$ cat config.mk
export PLATFORM = sky130hd
export DESIGN_NAME = keypad_layer_decoder
export DESIGN_NICKNAME = d
export VERILOG_FILES = /design/src/kld_pkg.sv /design/src/keypad_layer_decoder.sv /design/src/kld_keymap_rom.sv
export SDC_FILE = /design/constraint.sdc
export NUM_CORES = 1
export LEC_CHECK = 0
export ABC_AREA = 1
export ABC_CLOCK_PERIOD_IN_PS = 4200
export CORE_ASPECT_RATIO = 1.5
export CORE_MARGIN = 2
export CORE_UTILIZATION = 60
export CTS_BUF_LIST = sky130_fd_sc_hd__clkbuf_8
export DETAILED_ROUTE_END_ITERATION = 10
export DONT_BUFFER_PORTS = 1
export GPL_ROUTABILITY_DRIVEN = 0
export PLACE_DENSITY = 0.76
export SLEW_MARGIN = 20
export SYNTH_ARGS = -nofsm -noshare
export SYNTH_HDL_FRONTEND = slang
export SYNTH_SLANG_ARGS = --single-unit
$ cat constraint.sdc
create_clock -name clk -period 4.2 [get_ports clk]
set_clock_uncertainty 0.1 [all_clocks]
set_input_delay 0.42 -clock clk [delete_from_list [all_inputs] [get_ports clk]]
set_output_delay 0.42 -clock clk [all_outputs]
set_load 0.02 [all_outputs]
$ cat src/kld_pkg.sv
package kld_pkg;

    localparam int KEY_ROWS    = 4;
    localparam int KEY_COLUMNS = 10;
    localparam int KEY_ENTRIES = KEY_ROWS * KEY_COLUMNS;
    localparam int ADDR_W      = $clog2(KEY_ENTRIES);
    localparam int CODE_W      = 7;
    localparam int DUTY_W      = 8;

    localparam logic [1:0] SHIFT_ROW  = 2'd2;
    localparam logic [3:0] SHIFT_COL  = 4'd0;
    localparam logic [1:0] SYMBOL_ROW = 2'd3;
    localparam logic [3:0] SYMBOL_COL = 4'd8;

    localparam logic [DUTY_W-1:0] DUTY_FULL = '1;

    localparam logic [CODE_W-1:0] KC_NONE  = 7'h00;
    localparam logic [CODE_W-1:0] KC_BKSP  = 7'h08;
    localparam logic [CODE_W-1:0] KC_NEXT  = 7'h09;
    localparam logic [CODE_W-1:0] KC_ENTER = 7'h0A;
    localparam logic [CODE_W-1:0] KC_PREV  = 7'h0B;

    typedef enum logic [1:0] {
        OP_PRESS   = 2'd0,
        OP_RELEASE = 2'd1,
        OP_TICK    = 2'd2,
        OP_IGNORE  = 2'd3
    } op_t;

    typedef struct packed {
        op_t  op;
        logic col_ok;
        logic is_shift;
        logic is_symbol;
    } key_ctl_t;

endpackage

$ cat src/keypad_layer_decoder.sv
// Keypad layer decoder.
// Input channel (in_valid/in_stall): one key event per item, carrying
// operation (press, release, fade tick, ignore), key_row and the raw key_column.
// Output channel (out_valid/out_stall): exactly one item per input item,
// carrying char_valid, char_code and backlight_level after that event.
// out_valid rises once the accepted item has passed both registers: the
// keymap ROM is read at the accepting edge, and the modifier and backlight
// update loads the output register once it is free. Throughput is one item
// per cycle while the receiver does not stall.
// Reset clears shift, symbol and caps lock, arms the caps toggle and sets
// the backlight to 0; both pipeline stages come up empty.
// While the receiver stalls, the output item holds; one further item can
// be taken into the lookup stage, after which in_stall rises until the
// output register is taken.
module keypad_layer_decoder
    import kld_pkg::*;
(
    input  logic              clk,
    input  logic              rst_n,
    input  logic              in_valid,
    output logic              in_stall,
    input  logic [1:0]        operation,
    input  logic [1:0]        key_row,
    input  logic [3:0]        key_column,
    output logic              out_valid,
    input  logic              out_stall,
    output logic              char_valid,
    output logic [CODE_W-1:0] char_code,
    output logic [DUTY_W-1:0] backlight_level
);

    logic              s1_valid_reg;
    key_ctl_t          s1_ctl_reg;
    key_ctl_t          in_ctl;
    logic              out_valid_reg;
    logic              char_valid_reg;
    logic [CODE_W-1:0] char_code_reg;

    logic              shift_reg, shift_next;
    logic              symbol_reg, symbol_next;
    logic              caps_reg, caps_next;
    logic              armed_reg, armed_next;
    logic [DUTY_W-1:0] duty_reg, duty_next;
    logic              char_valid_next;
    logic [CODE_W-1:0] char_code_next;

    logic              s2_free;
    logic              s1_move;
    logic              s1_load;
    logic [3:0]        vcol;
    logic [ADDR_W-1:0] rom_addr;
    logic [CODE_W-1:0] lower_code;
    logic [CODE_W-1:0] upper_code;
    logic [CODE_W-1:0] symbol_code;
    logic [CODE_W-1:0] pick_code;

    assign s2_free  = !out_valid_reg || !out_stall;
    assign s1_move  = s1_valid_reg && s2_free;
    assign in_stall = s1_valid_reg && !s2_free;
    assign s1_load  = in_valid && !in_stall;

    // columns are wired in reverse on the matrix
    always_comb
    begin
        in_ctl.op     = op_t'(operation);
        in_ctl.col_ok = key_column < 4'(KEY_COLUMNS);
        vcol          = in_ctl.col_ok ? 4'(KEY_COLUMNS - 1) - key_column : 4'd0;
        in_ctl.is_shift  = in_ctl.col_ok && key_row == SHIFT_ROW && vcol == SHIFT_COL;
        in_ctl.is_symbol = in_ctl.col_ok && key_row == SYMBOL_ROW && vcol == SYMBOL_COL;
        rom_addr = ADDR_W'(key_row) * ADDR_W'(KEY_COLUMNS) + ADDR_W'(vcol);
    end

    kld_keymap_rom u_rom (
        .clk         (clk),
        .rd_en       (s1_load),
        .addr        (rom_addr),
        .lower_code  (lower_code),
        .upper_code  (upper_code),
        .symbol_code (symbol_code)
    );

    always_ff @(posedge clk or negedge rst_n)
    begin
        if (!rst_n)
        begin
            s1_valid_reg <= 1'b0;
        end
        else if (s1_load)
        begin
            s1_valid_reg <= 1'b1;
        end
        else if (s1_move)
        begin
            s1_valid_reg <= 1'b0;
        end
    end

    always_ff @(posedge clk)
    begin
        if (s1_load)
        begin
            s1_ctl_reg <= in_ctl;
        end
    end

    always_comb
    begin
        shift_next      = shift_reg;
        symbol_next     = symbol_reg;
        caps_next       = caps_reg;
        armed_next      = armed_reg;
        duty_next       = duty_reg;
        char_valid_next = 1'b0;
        char_code_next  = KC_NONE;

        if (symbol_reg)
            pick_code = symbol_code;
        else if (shift_reg || caps_reg)
            pick_code = upper_code;
        else
            pick_code = lower_code;

        case (s1_ctl_reg.op)
            OP_PRESS:
            begin
                if (s1_ctl_reg.is_shift)
                    shift_next = 1'b1;
                else if (s1_ctl_reg.is_symbol)
                    symbol_next = 1'b1;
                else if (s1_ctl_reg.col_ok && pick_code != KC_NONE)
                begin
                    char_valid_next = 1'b1;
                    char_code_next  = pick_code;
                end
                if (symbol_next && shift_next && armed_reg)
                begin
                    caps_next  = !caps_reg;
                    armed_next = 1'b0;
                end
                if (!symbol_next && !shift_next)
                    armed_next = 1'b1;
                duty_next = DUTY_FULL;
            end
            OP_RELEASE:
            begin
                if (s1_ctl_reg.is_shift)
                    shift_next = 1'b0;
                if (s1_ctl_reg.is_symbol)
                    symbol_next = 1'b0;
                if (!symbol_next && !shift_next)
                    armed_next = 1'b1;
            end
            OP_TICK:
            begin
                if (duty_reg != '0)
                    duty_next = duty_reg - 1'b1;
            end
            default:
            begin
            end
        endcase
    end

    always_ff @(posedge clk or negedge rst_n)
    begin
        if (!rst_n)
        begin
            shift_reg     <= 1'b0;
            symbol_reg    <= 1'b0;
            caps_reg      <= 1'b0;
            armed_reg     <= 1'b1;
            duty_reg      <= '0;
            out_valid_reg <= 1'b0;
        end
        else
        begin
            if (s1_move)
            begin
                shift_reg     <= shift_next;
                symbol_reg    <= symbol_next;
                caps_reg      <= caps_next;
                armed_reg     <= armed_next;
                duty_reg      <= duty_next;
                out_valid_reg <= 1'b1;
            end
            else if (s2_free)
            begin
                out_valid_reg <= 1'b0;
            end
        end
    end

    always_ff @(posedge clk)
    begin
        if (s1_move)
        begin
            char_valid_reg <= char_valid_next;
            char_code_reg  <= char_code_next;
        end
    end

    assign out_valid       = out_valid_reg;
    assign char_valid      = char_valid_reg;
    assign char_code       = char_code_reg;
    assign backlight_level = duty_reg;

endmodule

$ cat src/kld_keymap_rom.sv
module kld_keymap_rom
    import kld_pkg::*;
(
    input  logic              clk,
    input  logic              rd_en,
    input  logic [ADDR_W-1:0] addr,
    output logic [CODE_W-1:0] lower_code,
    output logic [CODE_W-1:0] upper_code,
    output logic [CODE_W-1:0] symbol_code
);

    localparam logic [CODE_W-1:0] LOWER_MAP [KEY_ENTRIES] = '{
        7'h71, 7'h77, 7'h65, 7'h72, 7'h74, 7'h79, 7'h75, 7'h69, 7'h6F, 7'h70,
        7'h61, 7'h73, 7'h64, 7'h66, 7'h67, 7'h68, 7'h6A, 7'h6B, 7'h6C, KC_BKSP,
        KC_NONE, 7'h7A, 7'h78, 7'h63, 7'h76, 7'h62, 7'h6E, 7'h6D, 7'h24, KC_ENTER,
        KC_NONE, KC_NONE, KC_NONE, KC_NONE, KC_NONE, KC_PREV, 7'h30, 7'h20, KC_NONE,
        KC_NEXT
    };

    localparam logic [CODE_W-1:0] UPPER_MAP [KEY_ENTRIES] = '{
        7'h51, 7'h57, 7'h45, 7'h52, 7'h54, 7'h59, 7'h55, 7'h49, 7'h4F, 7'h50,
        7'h41, 7'h53, 7'h44, 7'h46, 7'h47, 7'h48, 7'h4A, 7'h4B, 7'h4C, KC_BKSP,
        KC_NONE, 7'h5A, 7'h58, 7'h43, 7'h56, 7'h42, 7'h4E, 7'h4D, 7'h24, KC_ENTER,
        KC_NONE, KC_NONE, KC_NONE, KC_NONE, KC_NONE, KC_PREV, 7'h30, 7'h20, KC_NONE,
        KC_NEXT
    };

    localparam logic [CODE_W-1:0] SYMBOL_MAP [KEY_ENTRIES] = '{
        7'h31, 7'h32, 7'h33, 7'h34, 7'h35, 7'h36, 7'h37, 7'h38, 7'h39, 7'h30,
        7'h40, 7'h23, 7'h2B, 7'h2D, 7'h2A, 7'h2F, 7'h28, 7'h29, 7'h5F, KC_BKSP,
        KC_NONE, 7'h21, 7'h3F, 7'h3B, 7'h3A, 7'h27, 7'h22, 7'h2C, 7'h2E, KC_ENTER,
        KC_NONE, KC_NONE, KC_NONE, KC_NONE, KC_NONE, KC_PREV, 7'h30, 7'h20, KC_NONE,
        KC_NEXT
    };

    always_ff @(posedge clk)
    begin
        if (rd_en)
        begin
            if (addr < ADDR_W'(KEY_ENTRIES))
            begin
                lower_code  <= LOWER_MAP[addr];
                upper_code  <= UPPER_MAP[addr];
                symbol_code <= SYMBOL_MAP[addr];
            end
            else
            begin
                lower_code  <= KC_NONE;
                upper_code  <= KC_NONE;
                symbol_code <= KC_NONE;
            end
        end
    end

endmodule
==> impl_metrics.csv <==
group,metric,value,unit
setup_path,cp_slowest_stage_delay,0.61,ns
place,dp_hpwl,4580,um
finish,fin_nets,409,
route,vias,2493,
sta,worst_pin_slew,0.731,ns
synth,syn_inst,383,
sta,rsz0062_at_grt,"no",
die,start_util,0.627,
route,vias_per_cell,5.58,
sta,min_period_over_period,0.639,
setup_path,crit_path_end_kind,"register",
setup_path,critPathKind,"in -> reg",
setup_path,crit_start,"key_column[1]",
global_routing,grt_pass1_wl,10400,um
synth,yosysSeqAreaShare,0.415,
clock_network,cts_tree,"built",
min_path,hold_depth,0,
setup_path,start_kind,"input port",
synth,async_flop_share,0.333,
die,core,4580,sq um
synth,ys_ff_latch,42,
sta,finalSetupTns,0,ns
power,p_leak,1.39,nW
sta,setup_viol_count_final,0,
route,totalWireLength,5950,um
die,die_x,60.5,um
run,maxCapViolations,0,
clock_network,cts-root-buf,"clkbuf_8",
setup_path,reg2reg_from,"out_valid",
global_routing,track_usage,0.255,
setup_path,cp_common_cell,"inv_1",
die,chipHeight,88.7,um
setup_path,cp_data_arrival_time,2.74,ns
synth,synth_area,2870,sq um
route,drt_first_pass_iters,4,
setup_path,cp_cell_sequence,"inv_1, ha_1, inv_1, nor2_1, fa_1, buf_4, inv_1, or2_2, o21ai_0, nand2_1, nand3_1, o211ai_1, o21ai_1",
min_path,hold_path_class,"in -> reg",
die,dieArea,5370,sq um
clock_network,cts_max_level,2,
synth,ys_warn_count,0,
route,drc_errors,0,
finish,drive_gt1_frac,0.0574,
finish,syn_to_final_growth,4.40,%
clock_network,clk_latency,0.29,ns
synth,ys.flop_type,"edfxtp_1",
place,portBuffers,0,
synth,ys_types,32,
global_routing,grt_max_degree,23,
die,num_io_pins,30,
finish,largest_reg_flops,8,
die,rows,30,
sta,max_freq,373,MHz
sta,maxSlewViolCount,0,
min_path,hp-start,"operation[0]",
finish,diodes,0,
setup_path,worstPathMaxFanout,19,
synth,synth-edff-count,28,
global_routing,antenna_found_initial,0,
sta,slew_headroom,0.512,
power,powerDensity,438,nW/um^2
outcome,status,"finished, final reports clean",
clock_network,cts_buffers,5,
synth,avgSynthCellArea,7.50,sq um
sta,hold_violations,0,
sta,setup_ws,1.52,ns
sta,finalCriticalPeriod,2.68,ns
power,vdd_drop_max,158,uV
setup_path,crit_required,4.25,ns
clock_network,clk_transition_reported_paths,0.08,ns
global_routing,grt_pass1_vias,2426,
place,pre_cts_slack,1.25,ns
route,ant_nets,0,
finish,final_core_utilization,0.655,
setup_path,r2r_cells,5,
sta,holdWs,0.116,ns
global_routing,overflow,0,
clock_network,clock-sinks,42,
synth,synth_nets,410,
route,drt_iter0_drc,142,
clock_network,clockBufferDepth,2,
route,wl_per_cell,13.3,um
setup_path,slowest_stage,"fa_1",
[metrics by stage]
| stage | area [sq um] | total power [mW] | cells |
|---|---|---|---|
| 3_5_place_dp | 2900 | 1.07 | 438 |
| 5_1_grt | 3000 | 1.42 | 447 |
| 3_3_place_gp | 2900 | 1.06 | 438 |
| 4_1_cts | 3000 | 1.31 | 447 |
| 2_1_floorplan | 2870 | 0.979 | 383 |
| 6_report | 3000 | 1.31 | 447 |
[layout make-up]
class                   count  area (sq um)
clock inverters             3          17.5
repair buffers              2          17.5
well taps                  64          80.1
flip-flops and latches     42          1190
fillers                   410          1580
clock buffers               5          68.8
multi-input cells         282          1440
inverters                  49           184
[layer usage]
| metal | vias to the layer above | routed length, um | global-route usage |
|---|---|---|---|
| met1 | 1115 | 2360 | 0.274 |
| met4 | 0 | 332 | 0.176 |
| li1 | 1257 | - | - |
| met5 | - | 0 | 0 |
| met3 | 30 | 206 | 0.0351 |
| met2 | 91 | 3060 | 0.447 |
[report_power, final]
| part | leakage, nW | switching, mW | internal [mW] |
|---|---|---|---|
| logic | 0.916 | 0.295 | 0.147 |
| registers | 0.426 | 0.0951 | 0.533 |
| clock network | 0.0493 | 0.129 | 0.115 |
| total | 1.39 | 0.519 | 0.794 |
[critical path: cells and delay by family]
family,cells,cell delay (ns)
AO/OA/AOI/OAI,3,0.27
AND/OR/NAND/NOR,4,0.58
buffers and inverters,4,0.57
adder cells (fa/ha/maj),2,0.89
[worst paths after layout]
path | endpoint | slack [ns]
max | u_rom.upper_code[4] | 1.52
min | s1_ctl_reg[3] | 0.12
max reg2reg | u_rom.lower_code[5] | 2.26
min reg2reg | armed_reg | 0.37
max in group asynchronous | caps_reg | 3.09
min in group asynchronous | backlight_level[4] | 0.49
[cells in the mapped netlist (3+ instances only)]
library cell  count  area, sq um
buf_2             4         20.0
nand2_2           4         25.0
or2_2             3         18.8
dfrtp_1          13          325
o21ai_1           3         15.0
nor2_1           42          158
xor2_1            4         35.0
nand2_1          99          372
nor3b_1           4         30.0
a21oi_1          16         80.1
ha_1             14          175
buf_4             4         30.0
edfxtp_1         28          841
o21ai_0          35          175
nand4_1           5         31.3
nand3_1          32          160
nor3_1            7         35.0
inv_1            47          176
[layout by cell type (no fill, tap or decap), types with 2 or more instances in the layout]
cell      netlist  layout
inv_1          47      48
a21oi_1        16      16
o21ai_0        35      35
nor2_4          2       2
o211ai_1        2       2
nor2_1         42      42
inv_2           2       2
nand3_1        32      32
nor3b_1         4       4
nand2_1        99      99
o21ai_1         3       3
or2_2           3       3
nand2_2         4       4
dfrtp_1        13      13
nand4_1         5       5
ha_1           14      14
a211oi_1        2       2
edfxtp_1       28      28
nor3_1          7       7
clkbuf_8        0       5
xor2_1          4       4
[logic make-up after synthesis]
logic type | synth area share
XOR/XNOR | 0.0122
AO/OA/AOI/OAI | 0.120
adder cells (fa/ha/maj) | 0.0679
buffers and inverters | 0.0841
flip-flops | 0.415
AND/OR/NAND/NOR | 0.301
[repair_timing]
action,CTS,global route
hold endpoints to repair,14,0
gates resized for setup,0,0
hold buffers,1,0
buffers inserted,0,0
Note: power is estimated with default switching activity, not from simulation.
